**config.mk**
```make
export PLATFORM = sky130hd
export DESIGN_NAME = pulse_integrator_pedestal_sub_unit
export DESIGN_NICKNAME = d
export VERILOG_FILES = /design/src/pip_sub_pkg.sv /design/src/pip_sub_csr.sv /design/src/pip_sub_ctrl.sv /design/src/pip_sub_dp.sv /design/src/pulse_integrator_pedestal_sub_unit.sv
export SDC_FILE = /design/constraint.sdc
export NUM_CORES = 2
export LEC_CHECK = 0
export BUFFER_PORTS_ARGS = -buffer_cell sky130_fd_sc_hd__buf_4
export CORE_ASPECT_RATIO = 0.7
export CORE_MARGIN = 5
export CORE_UTILIZATION = 40
export DETAILED_ROUTE_END_ITERATION = 8
export GPL_ROUTABILITY_DRIVEN = 0
export HOLD_SLACK_MARGIN = 0.05
export SYNTH_ARGS = -nofsm -noshare
export SYNTH_HDL_FRONTEND = slang
export SYNTH_SLANG_ARGS = --single-unit
```
**constraint.sdc**
```tcl
create_clock -name clock -period 10.5 [get_ports clock]
set_input_delay 0.525 -clock clock [delete_from_list [all_inputs] [get_ports clock]]
set_output_delay 0.525 -clock clock [all_outputs]
set_load 0.03 [all_outputs]
```
**src/pip_sub_pkg.sv**
```systemverilog
`timescale 1ns / 1ps
package pip_sub_pkg;

   localparam int DEPTH       = 1024;
   localparam int SAMPLE_BITS = 16;

   // Widths fixed by the register and result formats.
   localparam int WIN_W  = 11;
   localparam int PER_W  = 16;
   localparam int AREA_W = 52;
   localparam int DATA_W = 32;
   localparam int ADDR_W = 5;
   localparam int REG_IDX_W = 3;

   // Derived widths.
   localparam int IDX_W  = $clog2(DEPTH + 1);
   localparam int CMP_W  = (IDX_W > WIN_W) ? IDX_W : WIN_W;
   localparam int LEN_W  = WIN_W;
   localparam int ACC_W  = SAMPLE_BITS + $clog2(DEPTH) + 1;
   localparam int PROD_W = ACC_W + LEN_W + 1;
   localparam int MAG_W  = PROD_W;
   localparam int SCL_W  = MAG_W + PER_W;
   localparam int CNT_W  = $clog2(SCL_W);

   localparam logic [CNT_W-1:0] SCALE_LAST = CNT_W'(PER_W - 1);
   localparam logic [CNT_W-1:0] DIV_LAST   = CNT_W'(SCL_W - 1);

   localparam logic [IDX_W-1:0] DEPTH_IDX = IDX_W'(DEPTH);
   localparam logic [CMP_W-1:0] DEPTH_CMP = CMP_W'(DEPTH);

   localparam logic [REG_IDX_W-1:0] REG_INTEG_START = 3'd0;
   localparam logic [REG_IDX_W-1:0] REG_INTEG_STOP  = 3'd1;
   localparam logic [REG_IDX_W-1:0] REG_PED_START   = 3'd2;
   localparam logic [REG_IDX_W-1:0] REG_PED_STOP    = 3'd3;
   localparam logic [REG_IDX_W-1:0] REG_PERIOD      = 3'd4;

   localparam logic [WIN_W-1:0] INTEG_STOP_RST = 11'd1024;
   localparam logic [PER_W-1:0] PERIOD_RST     = 16'd500;

   typedef struct packed {
      logic [WIN_W-1:0] integ_start;
      logic [WIN_W-1:0] integ_stop;
      logic [WIN_W-1:0] ped_start;
      logic [WIN_W-1:0] ped_stop;
      logic [PER_W-1:0] sample_period_ps;
   } cfg_type;

   typedef struct packed {
      logic acc;
      logic mul;
      logic diff;
      logic scale_step;
      logic div_step;
      logic emit;
   } cmd_type;

endpackage

```
**src/pip_sub_csr.sv**
```systemverilog
`timescale 1ns / 1ps
module pip_sub_csr (
   input  logic                              clock,
   input  logic                              reset,
   input  logic                              psel,
   input  logic                              penable,
   input  logic                              pwrite,
   input  logic [pip_sub_pkg::ADDR_W-1:0]    paddr,
   input  logic [pip_sub_pkg::DATA_W-1:0]    pwdata,
   output logic [pip_sub_pkg::DATA_W-1:0]    prdata,
   output logic                              pready,
   output pip_sub_pkg::cfg_type              cfg
);
   import pip_sub_pkg::*;

   cfg_type cfg_ff, cfg_in;
   logic [REG_IDX_W-1:0] reg_idx;
   logic wr_en;

   assign reg_idx = paddr[ADDR_W-1:2];
   assign wr_en   = psel && penable && pwrite;
   assign pready  = 1'b1;
   assign cfg     = cfg_ff;

   always_comb begin
      cfg_in = cfg_ff;
      if (wr_en) begin
         case (reg_idx)
            REG_INTEG_START: cfg_in.integ_start      = pwdata[WIN_W-1:0];
            REG_INTEG_STOP:  cfg_in.integ_stop       = pwdata[WIN_W-1:0];
            REG_PED_START:   cfg_in.ped_start        = pwdata[WIN_W-1:0];
            REG_PED_STOP:    cfg_in.ped_stop         = pwdata[WIN_W-1:0];
            REG_PERIOD:      cfg_in.sample_period_ps = pwdata[PER_W-1:0];
            default: ;
         endcase
      end
   end

   always_comb begin
      case (reg_idx)
         REG_INTEG_START: prdata = DATA_W'(cfg_ff.integ_start);
         REG_INTEG_STOP:  prdata = DATA_W'(cfg_ff.integ_stop);
         REG_PED_START:   prdata = DATA_W'(cfg_ff.ped_start);
         REG_PED_STOP:    prdata = DATA_W'(cfg_ff.ped_stop);
         REG_PERIOD:      prdata = DATA_W'(cfg_ff.sample_period_ps);
         default:         prdata = '0;
      endcase
   end

   always_ff @(posedge clock) begin
      if (reset) begin
         cfg_ff.integ_start      <= '0;
         cfg_ff.integ_stop       <= INTEG_STOP_RST;
         cfg_ff.ped_start        <= '0;
         cfg_ff.ped_stop         <= '0;
         cfg_ff.sample_period_ps <= PERIOD_RST;
      end else begin
         cfg_ff <= cfg_in;
      end
   end

endmodule

```
**src/pip_sub_ctrl.sv**
```systemverilog
`timescale 1ns / 1ps
module pip_sub_ctrl (
   input  logic                 clock,
   input  logic                 reset,
   input  logic                 start,
   input  logic                 req_last_sample,
   input  logic                 use_ped,
   output logic                 busy,
   output pip_sub_pkg::cmd_type cmd
);
   import pip_sub_pkg::*;

   typedef enum logic [2:0] {
      S_RUN,
      S_MULT,
      S_DIFF,
      S_SCALE,
      S_DIV,
      S_DONE
   } state_type;

   state_type state_ff, state_in;
   logic [CNT_W-1:0] cnt_ff, cnt_in;
   logic busy_ff, busy_in;
   logic accept;

   assign accept = start && !busy_ff;
   assign busy   = busy_ff;

   always_comb begin
      state_in = state_ff;
      cnt_in   = cnt_ff;
      unique case (state_ff)
         S_RUN: begin
            if (accept && req_last_sample) state_in = S_MULT;
         end
         S_MULT: begin
            state_in = S_DIFF;
         end
         S_DIFF: begin
            state_in = S_SCALE;
            cnt_in   = '0;
         end
         S_SCALE: begin
            if (cnt_ff == SCALE_LAST) begin
               cnt_in   = '0;
               state_in = use_ped ? S_DIV : S_DONE;
            end else begin
               cnt_in = cnt_ff + 1'b1;
            end
         end
         S_DIV: begin
            if (cnt_ff == DIV_LAST) begin
               cnt_in   = '0;
               state_in = S_DONE;
            end else begin
               cnt_in = cnt_ff + 1'b1;
            end
         end
         S_DONE: begin
            state_in = S_RUN;
         end
         default: state_in = S_RUN;
      endcase
      busy_in = (state_in != S_RUN);
   end

   always_comb begin
      cmd            = '0;
      cmd.acc        = accept;
      cmd.mul        = (state_ff == S_MULT);
      cmd.diff       = (state_ff == S_DIFF);
      cmd.scale_step = (state_ff == S_SCALE);
      cmd.div_step   = (state_ff == S_DIV);
      cmd.emit       = (state_ff == S_DONE);
   end

   always_ff @(posedge clock) begin
      if (reset) begin
         state_ff <= S_RUN;
         cnt_ff   <= '0;
         busy_ff  <= 1'b0;
      end else begin
         state_ff <= state_in;
         cnt_ff   <= cnt_in;
         busy_ff  <= busy_in;
      end
   end

`ifndef SYNTHESIS
   // The final item of a waveform must lock out the input until the result is out.
   assert property (@(posedge clock) disable iff (reset)
      (accept && req_last_sample) |=> busy)
      else $error("busy not raised after the final item");

   // The divider only runs when there is a pedestal length to divide by.
   assert property (@(posedge clock) disable iff (reset)
      cmd.div_step |-> use_ped)
      else $error("divide step without pedestal");

   // The input opens again in the cycle that shows the result.
   assert property (@(posedge clock) disable iff (reset)
      cmd.emit |=> !busy)
      else $error("busy still high while the result is shown");
`endif

endmodule

```
**src/pip_sub_dp.sv**
```systemverilog
`timescale 1ns / 1ps
module pip_sub_dp (
   input  logic                                   clock,
   input  logic                                   reset,
   input  pip_sub_pkg::cfg_type                   cfg,
   input  pip_sub_pkg::cmd_type                   cmd,
   input  logic signed [pip_sub_pkg::SAMPLE_BITS-1:0] req_sample,
   output logic                                   use_ped,
   output logic                                   rsp_valid,
   output logic signed [pip_sub_pkg::AREA_W-1:0]  rsp_pulse_area,
   output logic                                   rsp_pedestal_used
);
   import pip_sub_pkg::*;

   function automatic logic [CMP_W-1:0] clamp_stop(input logic [WIN_W-1:0] stop);
      logic [CMP_W-1:0] s;
      s = CMP_W'(stop);
      return (s > DEPTH_CMP) ? DEPTH_CMP : s;
   endfunction

   function automatic logic [LEN_W-1:0] win_len(input logic [WIN_W-1:0] start_v,
                                                input logic [WIN_W-1:0] stop_v);
      logic [CMP_W-1:0] s;
      logic [CMP_W-1:0] b;
      s = clamp_stop(stop_v);
      b = CMP_W'(start_v);
      return (s > b) ? LEN_W'(s - b) : '0;
   endfunction

   logic [IDX_W-1:0]        sample_index_ff, sample_index_in;
   logic signed [ACC_W-1:0] integ_accum_ff, integ_accum_in;
   logic signed [ACC_W-1:0] ped_accum_ff, ped_accum_in;

   logic signed [PROD_W-1:0] prod_a_ff, prod_b_ff;
   logic signed [PROD_W-1:0] diff_w;
   logic [MAG_W-1:0]         mag_w, mag_ff;
   logic                     neg_ff;
   logic [SCL_W-1:0]         work_ff;
   logic [PER_W-1:0]         per_sh_ff;
   logic [LEN_W-1:0]         rem_ff;
   logic [LEN_W:0]           rem_sh;
   logic                     q_bit;

   logic [CMP_W-1:0] idx_x;
   logic             in_integ, in_ped;
   logic [LEN_W-1:0] integ_len, ped_len;
   logic signed [ACC_W-1:0] x_ext;

   logic                     over;
   logic signed [AREA_W-1:0] area_w;
   logic                     rsp_valid_ff;
   logic signed [AREA_W-1:0] rsp_pulse_area_ff;
   logic                     rsp_pedestal_used_ff;

   assign idx_x     = CMP_W'(sample_index_ff);
   assign in_integ  = (idx_x >= CMP_W'(cfg.integ_start)) && (idx_x < clamp_stop(cfg.integ_stop));
   assign in_ped    = (idx_x >= CMP_W'(cfg.ped_start)) && (idx_x < clamp_stop(cfg.ped_stop));
   assign integ_len = win_len(cfg.integ_start, cfg.integ_stop);
   assign ped_len   = win_len(cfg.ped_start, cfg.ped_stop);
   // A nonempty pedestal window always has start below stop.
   assign use_ped   = (ped_len != '0);
   assign x_ext     = ACC_W'(req_sample);

   always_comb begin
      sample_index_in = sample_index_ff;
      integ_accum_in  = integ_accum_ff;
      ped_accum_in    = ped_accum_ff;
      if (cmd.emit) begin
         sample_index_in = '0;
         integ_accum_in  = '0;
         ped_accum_in    = '0;
      end else if (cmd.acc && (sample_index_ff < DEPTH_IDX)) begin
         if (in_integ) integ_accum_in = integ_accum_ff + x_ext;
         if (in_ped)   ped_accum_in   = ped_accum_ff + x_ext;
         sample_index_in = sample_index_ff + 1'b1;
      end
   end

   always_ff @(posedge clock) begin
      if (reset) begin
         sample_index_ff <= '0;
         integ_accum_ff  <= '0;
         ped_accum_ff    <= '0;
      end else begin
         sample_index_ff <= sample_index_in;
         integ_accum_ff  <= integ_accum_in;
         ped_accum_ff    <= ped_accum_in;
      end
   end

   // Cross products of the two sums with the opposite window lengths.
   always_ff @(posedge clock) begin
      if (cmd.mul) begin
         prod_a_ff <= integ_accum_ff * $signed({1'b0, ped_len});
         prod_b_ff <= ped_accum_ff * $signed({1'b0, integ_len});
      end
   end

   assign diff_w = use_ped ? (prod_a_ff - prod_b_ff) : PROD_W'(integ_accum_ff);
   assign mag_w  = diff_w[PROD_W-1] ? $unsigned(-diff_w) : $unsigned(diff_w);

   // Restoring division step: the quotient bits shift into the work register.
   assign rem_sh = {rem_ff, work_ff[SCL_W-1]};
   assign q_bit  = (rem_sh >= {1'b0, ped_len});

   always_ff @(posedge clock) begin
      if (cmd.diff) begin
         mag_ff    <= mag_w;
         neg_ff    <= diff_w[PROD_W-1];
         work_ff   <= '0;
         per_sh_ff <= cfg.sample_period_ps;
         rem_ff    <= '0;
      end else if (cmd.scale_step) begin
         work_ff   <= {work_ff[SCL_W-2:0], 1'b0}
                      + (per_sh_ff[PER_W-1] ? SCL_W'(mag_ff) : '0);
         per_sh_ff <= {per_sh_ff[PER_W-2:0], 1'b0};
      end else if (cmd.div_step) begin
         rem_ff  <= q_bit ? LEN_W'(rem_sh - {1'b0, ped_len}) : rem_sh[LEN_W-1:0];
         work_ff <= {work_ff[SCL_W-2:0], q_bit};
      end
   end

   // The area has the opposite sign of the difference; saturate to the result range.
   assign over = |work_ff[SCL_W-1:AREA_W-1];
   always_comb begin
      if (neg_ff) begin
         area_w = over ? {1'b0, {(AREA_W-1){1'b1}}} : $signed(work_ff[AREA_W-1:0]);
      end else begin
         area_w = over ? {1'b1, {(AREA_W-1){1'b0}}} : -$signed(work_ff[AREA_W-1:0]);
      end
   end

   always_ff @(posedge clock) begin
      if (reset) begin
         rsp_valid_ff <= 1'b0;
      end else begin
         rsp_valid_ff <= cmd.emit;
      end
   end

   always_ff @(posedge clock) begin
      if (cmd.emit) begin
         rsp_pulse_area_ff    <= area_w;
         rsp_pedestal_used_ff <= use_ped;
      end
   end

   assign rsp_valid         = rsp_valid_ff;
   assign rsp_pulse_area    = rsp_pulse_area_ff;
   assign rsp_pedestal_used = rsp_pedestal_used_ff;

`ifndef SYNTHESIS
   assert property (@(posedge clock) disable iff (reset)
      rsp_valid_ff |=> !rsp_valid_ff)
      else $error("result strobe held for more than one cycle");

   // The sums are cleared in the same edge that captures the result.
   assert property (@(posedge clock) disable iff (reset)
      rsp_valid_ff |-> (sample_index_ff == '0) && (integ_accum_ff == '0)
                       && (ped_accum_ff == '0))
      else $error("waveform state not cleared after result");

   assert property (@(posedge clock) disable iff (reset)
      sample_index_ff <= DEPTH_IDX)
      else $error("sample index beyond depth");
`endif

endmodule

```
**src/pulse_integrator_pedestal_sub_unit.sv**
```systemverilog
`timescale 1ns / 1ps
// Pulse integrator with pedestal subtraction.
// Input: one waveform sample per item on req_sample, taken at a clock edge with start
// high and busy low; req_last_sample marks the final sample of the waveform. Samples are
// taken one per cycle, with busy low, until the final one.
// Two windows, set through the csr registers, select the samples summed as the
// integral and as the pedestal. After the final sample busy rises and a sequencer
// forms -(intsum*pedlen - pedsum*intlen) * period / pedlen with a pedestal, or
// -intsum * period without one, rounded toward zero and saturated to 52 bits. Its
// steps are the cross products, the difference, shift-add scaling by the sample
// period, then restoring division by the pedestal length when a pedestal is used.
// Busy stays high until the cycle the result is shown. Each result is shown for one cycle
// with rsp_valid high; the receiver cannot stall it.
// Reset clears the sums and the sample index and loads the register defaults: full
// integration window, no pedestal, 500 ps sample period. Registers may be written only
// while no waveform is in progress.
module pulse_integrator_pedestal_sub_unit (
   input  logic                                       clock,
   input  logic                                       reset,
   input  logic                                       start,
   output logic                                       busy,
   input  logic signed [pip_sub_pkg::SAMPLE_BITS-1:0] req_sample,
   input  logic                                       req_last_sample,
   output logic                                       rsp_valid,
   output logic signed [pip_sub_pkg::AREA_W-1:0]      rsp_pulse_area,
   output logic                                       rsp_pedestal_used,
   input  logic                                       psel,
   input  logic                                       penable,
   input  logic                                       pwrite,
   input  logic [pip_sub_pkg::ADDR_W-1:0]             paddr,
   input  logic [pip_sub_pkg::DATA_W-1:0]             pwdata,
   output logic [pip_sub_pkg::DATA_W-1:0]             prdata,
   output logic                                       pready
);
   import pip_sub_pkg::*;

   cfg_type cfg;
   cmd_type cmd;
   logic    use_ped;

   pip_sub_csr u_csr (
      .clock   (clock),
      .reset   (reset),
      .psel    (psel),
      .penable (penable),
      .pwrite  (pwrite),
      .paddr   (paddr),
      .pwdata  (pwdata),
      .prdata  (prdata),
      .pready  (pready),
      .cfg     (cfg)
   );

   pip_sub_ctrl u_ctrl (
      .clock           (clock),
      .reset           (reset),
      .start           (start),
      .req_last_sample (req_last_sample),
      .use_ped         (use_ped),
      .busy            (busy),
      .cmd             (cmd)
   );

   pip_sub_dp u_dp (
      .clock             (clock),
      .reset             (reset),
      .cfg               (cfg),
      .cmd               (cmd),
      .req_sample        (req_sample),
      .use_ped           (use_ped),
      .rsp_valid         (rsp_valid),
      .rsp_pulse_area    (rsp_pulse_area),
      .rsp_pedestal_used (rsp_pedestal_used)
   );

endmodule
```
Yosys cells after proc, flatten, opt, wreduce, memory -nomap -nowiden. Index checks and enable logic that the tools add are counted.

Register bits after elaboration: 389. Latch bits: 0. Memory bits (writable): 0. Bits in read-only memories: 0. Bits of input ports: 60. Memories: 0.

Add/subtract/negate cells: 11. $mul: 2. Divide/modulo/power cells: 0. $lt $le $gt $ge: 10. Eq/ne operators: 11. Shift-type cells: 0. Muxes and demuxes: 24. Bitwise operators: 1. Reduce and logical (&&, ||, !) cells: 25.

Operators by type and width (number): $mux 52 (3); $mux 55 (2); $pmux 16 s5 (1); $mul 27x12->39 (2); $mux 39 (2); $add 55x55->55 (1); $mux 11 (5); $add 27x16->27 (2); $neg 52->52 (1); $neg 39->39 (1); $sub 39x39->39 (1); $mux 38 (1); $sub 11x11->11 (3); $mux 16 (2); $ge 11x11->1 (2); $gt 11x11->1 (2); $gt 11x11->1 const B (2); $lt 11x11->1 (2); $pmux 6 s3 (1); $reduce_and 2->1 (8); $pmux 3 s5 (1); $eq 3x2->1 const B (4); $ge 12x11->1 (1); $mux 6 (2); other kinds (18) (32).

Logic depth before layout (Yosys ltp).
Depth in word-level cells: 9. Mapped depth: 39. Mapped depth without buffers: 36.

By module. Synthesis repeated with hierarchy kept, for this count alone.

Cells, all modules: 5593. Area, all modules: 48461.5 sq um.

By module, submodules not included: pip_sub_dp (instances 1, cells an instance 5211, area an instance 44769.2 sq um, sequential area each 8257.9 sq um); pip_sub_csr (instances 1, cells an instance 312, area an instance 3095.5 sq um, sequential area each 1201.2 sq um); pip_sub_ctrl (instances 1, cells an instance 70, area an instance 596.8 sq um, sequential area each 200.2 sq um).

Least setup slack after synthesis. OpenSTA, ideal clock, no wires.

Kind: flip-flop to flip-flop. From: reg u_csr.cfg_ff (netlist bit u_csr.cfg[48]). To: reg u_dp.prod_b_ff[38] (data pin). Library setup time: 260 ps. Arrival time: 8443 ps. Required time: 10240 ps. Slack: 1798 ps. Cell stages (with the launch flop): 38. Path buffers: 2. Cells stage by stage: dfxtp_1 > inv_1 > clkbuf_1 > nand2_1 > inv_1 > ha_1 > nor2b_1 > o21ai_0 > a21oi_1 > o211ai_1 > a21boi_0 > o21a_1 > o21a_1 > o21a_1 > o21ai_1 > clkbuf_1 > nor2_1 > and2_1 > (+2 left out) > fa_1 > inv_1 > fa_1 > fa_1 > inv_1 > fa_1 > inv_1 > ha_1 > a21o_1 > nor3_1 > a21oi_1 > a211oi_1 > o22ai_1 > o221ai_1 > o311ai_0 > a21o_1 > a21oi_1 > xnor2_1.

Longest elaborated chain between the ends: 5. Elaborated cells on any way between the ends: 6.

RTL lines: start, declared (line pip_sub_csr.sv:16) `cfg_type cfg_ff, cfg_in;`; start signal, assigned (line pip_sub_csr.sv:58) `cfg_ff <= cfg_in;`; $gt 11x11->1 (line pip_sub_dp.sv:18) `return (s > DEPTH_CMP) ? DEPTH_CMP : s;`; $mux 11 (*) (line pip_sub_dp.sv:18); $sub 11x11->11 or $gt 11x11->1 (tied branches) (line pip_sub_dp.sv:27) `return (s > b) ? LEN_W'(s - b) : '0;`; $mux 11 (*) (line pip_sub_dp.sv:27); $mul 27x12->39 (*) (line pip_sub_dp.sv:95) `prod_b_ff <= ped_accum_ff * $signed({1'b0, integ_len});`; end signal, assigned (line pip_sub_dp.sv:95); end, declared (line pip_sub_dp.sv:34) `logic signed [PROD_W-1:0] prod_a_ff, prod_b_ff;`.

Mark *: on every way between the ends. The rest lies on a longest branch, timed or not. A chain may end at the register's enable or synchronous reset.

Worst setup path after layout. Same ends and word-level chain as after synthesis.

==> run summary <==
FINISH
------------------------------------------------------------------------------------
Area taken by flip-flops and latches                                        9660 um2
Fill cells                                                                     11700
Layout overhead on the synthesized area                                        8.51%
Post-layout instance area                                                  51700 um2
Layout cell share with drive strength beyond 1                                 5.67%
Area used by multi-input combinational logic                               33900 um2
Ant diodes                                                                         0
Fin nets                                                                        6558

CLOCK NETWORK
------------------------------------------------------------------------------------
Number of clock buffers inserted by TritonCTS                                     46
Cells resized by post-CTS repair                                                   0
Sinks on the clock net                                                           389
Number of buffers on the longest clock path                                        3
H-tree levels                                                                      2
TritonCTS clock tree                                                             yes
Post-CTS setup buffers                                                             0
CTS clk-pin slew, worst paths                                                0.07 ns
Clk root buf                                                            sky130_fd_sc_hd__clkbuf_16
Hold_buf cts                                                                       0
Clock latency reported for the late side of the worst-skew pair              0.64 ns

TIMING
------------------------------------------------------------------------------------
Final worst-path cycle share                                                   90.3%
Largest clock skew in the final design                                     0.0182 ns
Worst max-slew margin expressed relative to the limit                          4.34%
RSZ-0062 raised after global routing                                              no
Setup violators final                                                              0
Number of max-slew violations in the final report                                  0
Final critical path time including I/O delays and setup                      9.48 ns
Slew @ Worst Pin                                                             1.43 ns
Number of hold violations in the final report                                      0
Max Freq                                                                     105 MHz
Sum Neg Setup Slack                                                             0 ns

CRITICAL PATH
------------------------------------------------------------------------------------
Startpoint type of the worst setup path                                    flip-flop
Data required time at the worst endpoint                                    10.88 ns
CP Data Arrival Time                                                         9.86 ns
Kind of end point of the critical path                                     flip-flop
Crit Path Class                                                         flip-flop to flip-flop
CP Max Fanout                                                                     17
Critical path's slowest cell                                            sky130_fd_sc_hd__nor2_2
Worst stage delay on the critical path                                       0.66 ns

PLACED DESIGN
------------------------------------------------------------------------------------
Instance area at placement                                                 50000 um2
Count of buffers inserted at the top-level ports                                 112
Post-detail-place hpwl                                                     105000 um

YOSYS
------------------------------------------------------------------------------------
Most numerous cell types in the synthesized netlist                     sky130_fd_sc_hd__inv_1 (847), sky130_fd_sc_hd__nand2_1 (745), sky130_fd_sc_hd__fa_1 (527), sky130_fd_sc_hd__ha_1 (379), sky130_fd_sc_hd__nor2_1 (362)
Share of flip-flops with an asynchronous set or reset after synthesis             0%
Syn Inst Count                                                                  5614
Area share of fa/ha/maj cells after synthesis                                  32.1%
Distinct cell type count after synthesis                                          94
Number of warnings printed during yosys synthesis                                  0
EDFF count, synth                                                                187
Post-synthesis simple-gate area fraction                                       17.8%
Leading area contributor after synthesis                                sky130_fd_sc_hd__fa_1
Xor/xnor share of the synthesized area                                         4.43%
Combinational family with the most area after synthesis                  adder cells
Mux share of post-synthesis cell area                                          2.36%
Cell with the most instances after synthesis                            sky130_fd_sc_hd__inv_1
Number of register bits inferred by synthesis                                    389
Sequential cell area fraction in the yosys report                              20.3%
Cell Area, Synth                                                           47700 um2
Most frequently used flop master after synthesis                        sky130_fd_sc_hd__dfxtp_1
Share of the synthesized area in compound gates (AO/OA/AOI/OAI)                14.1%
Leading post-synthesis cells by cell area                               sky130_fd_sc_hd__fa_1 (22%), sky130_fd_sc_hd__edfxtp_1 (12%), sky130_fd_sc_hd__ha_1 (9.9%)
Post-synthesis average cell area                                            8.49 um2
Share of the synthesized area in the top cell type                             22.1%

FLOORPLANNING
------------------------------------------------------------------------------------
Number of core rows                                                              106
Effective utilization at floorplan                                             40.1%
DIE AREA                                                                  126000 um2
Core Box Area                                                             119000 um2
Die Span X                                                                    423 um
Io pins                                                                          148
Overall die height                                                            299 um

ROUTING
------------------------------------------------------------------------------------
Post-route DRC                                                                     0
Detailed-route vias per instance                                                5.41
First drt pass iteration count                                                     6
Wire length per cell                                                         18.4 um
Final routed wirelength across all metal layers                            132000 um
Count of nets left with antenna violations after detail routing                    0
Total vias in the final route                                                  38900
Detailed router's first-iteration violation count                               3579

GRT
------------------------------------------------------------------------------------
GR Util All Layers                                                             20.9%
Initial antenna violation count                                                    1
Gr ovfl total                                                                      0
Via count of the first global-routing pass                                     38000
Maximum number of pins on one net before global-route repair                      79
First-pass GRT wire length                                                 214000 um

POWER AND IR DROP
------------------------------------------------------------------------------------
Highest ir drop seen on vdd                                                   130 uV
Pwr Total                                                                    6.43 mW
Pwr per Cell Area                                                         124 nW/um2
P_leak                                                                       24.0 nW

WORST HOLD PATH
------------------------------------------------------------------------------------
Kind of path behind the tightest hold check                             input pin to flip-flop

RUN STATUS
------------------------------------------------------------------------------------
Run status                                                              finished, final reports clean

FLOW RUN
------------------------------------------------------------------------------------
Max-cap check violation count                                                      0

## power breakdown
part	internal (mW)	switching (mW)	total (mW)
Clock	1.06	0.763	1.83
Combinational	0.911	1.50	2.41
Sequential	1.83	0.363	2.19
Total	3.80	2.63	6.43
## cell type report
class	instances	share of cell area (%)
Tap cell	1566	3.79
Sequential cell	389	18.7
Inverter	854	6.20
Clock inverter	24	0.738
Multi-Input combinational cell	4129	65.6
Timing Repair Buffer	172	2.50
Clock buffer	61	2.53
## metrics by stage
stage | util, % | cells | setup slack (ns) | hold slack (ns)
after floorplan | - | 5629 | 1.80 | 0.437
after detailed placement | 42.1 | 7110 | 1.16 | 0.457
after global placement | 42.1 | 7110 | 1.20 | 0.451
after CTS | 43.5 | 7195 | 1.12 | 0.0989
final | 43.5 | 7195 | 1.02 | 0.140
after global routing | 43.5 | 7195 | 0.426 | 0.124
## worst max-delay path, delay by kind of cell (launching register included)
family / cells / cell delay [ns]
compound gates: 16 / 3.08
simple gates: 6 / 1.27
xor+xnor: 1 / 0.13
flops: 1 / 0.47
fa+ha+maj: 7 / 3.10
buf+inv: 8 / 1.16
## worst paths after layout
check                        to       startpoint  cells after the start  slack [ns]
max          u_dp.prod_b_ff[38]    u_csr.cfg[48]                     38        1.02
min               u_csr.cfg[15]       pwdata[15]                      3        0.14
max reg2reg  u_dp.prod_b_ff[38]    u_csr.cfg[48]                     38        1.02
min reg2reg     u_dp.rem_ff[10]  u_dp.rem_ff[10]                      2        0.46
## cell usage in the layout (no fill, tap or decap), types with 22 or more instances in the layout
| master | count |
|---|---|
| sky130_fd_sc_hd__inv_1 | 846 |
| sky130_fd_sc_hd__nand2_1 | 745 |
| sky130_fd_sc_hd__fa_1 | 527 |
| sky130_fd_sc_hd__ha_1 | 379 |
| sky130_fd_sc_hd__nor2_1 | 348 |
| sky130_fd_sc_hd__a21oi_1 | 322 |
| sky130_fd_sc_hd__and2_1 | 222 |
| sky130_fd_sc_hd__dfxtp_1 | 202 |
| sky130_fd_sc_hd__o21ai_0 | 200 |
| sky130_fd_sc_hd__edfxtp_1 | 187 |
| sky130_fd_sc_hd__buf_4 | 172 |
| sky130_fd_sc_hd__xnor2_1 | 159 |
| sky130_fd_sc_hd__a21o_1 | 112 |
| sky130_fd_sc_hd__mux2i_1 | 109 |
| sky130_fd_sc_hd__nor3_1 | 97 |
| sky130_fd_sc_hd__xor2_1 | 82 |
| sky130_fd_sc_hd__nand3_1 | 75 |
| sky130_fd_sc_hd__o21a_1 | 49 |
| sky130_fd_sc_hd__clkbuf_16 | 48 |
| sky130_fd_sc_hd__and3_1 | 44 |
| sky130_fd_sc_hd__nor2b_1 | 44 |
| sky130_fd_sc_hd__or3_1 | 41 |
| sky130_fd_sc_hd__a31oi_1 | 35 |
| sky130_fd_sc_hd__nand4_1 | 34 |
| sky130_fd_sc_hd__nand2b_1 | 31 |
| sky130_fd_sc_hd__a211oi_1 | 28 |
| sky130_fd_sc_hd__a22oi_1 | 27 |
| sky130_fd_sc_hd__o211ai_1 | 25 |
| sky130_fd_sc_hd__o31ai_1 | 25 |
| sky130_fd_sc_hd__o22ai_1 | 23 |
| sky130_fd_sc_hd__o21bai_1 | 23 |
| sky130_fd_sc_hd__nor4_1 | 22 |
## flip-flops by register name, summed over array words and instances (netlist names), 3 cells and up
signal               flops
u_dp.integ_accum_ff     27
u_dp.ped_accum_ff       27
u_ctrl.cnt_ff            6
u_dp.rsp_pulse_area     52
u_dp.per_sh_ff          16
u_csr.cfg               60
u_dp.prod_b_ff          39
u_dp.mag_ff             39
u_dp.idx_x              11
u_dp.work_ff            55
u_ctrl.state_ff          3
u_dp.prod_a_ff          39
u_dp.rem_ff             11
## logic make-up (layout without fill, tap and decap cells)
kind of cell / Yosys count / count (layout)
AND/OR/NAND/NOR: 1810 / 1810
XOR/XNOR: 241 / 241
flip-flops: 389 / 389
AO/OA/AOI/OAI: 1043 / 1043
other: 2 / 17
buffers and inverters: 1111 / 1111
adder cells (fa/ha/maj): 906 / 906
multiplexers: 112 / 112
## routing by layer
layer / vias to the layer above / track usage (%) / part of all wire (%)
met5: - / 0 / 0
met4: 0 / 5.14 / 2.6
met3: 165 / 4.74 / 9.0
met2: 1308 / 29.8 / 40
met1: 19000 / 32.0 / 49
li1: 18500 / - / -
No activity file was read; power rests on OpenSTA's default activity.
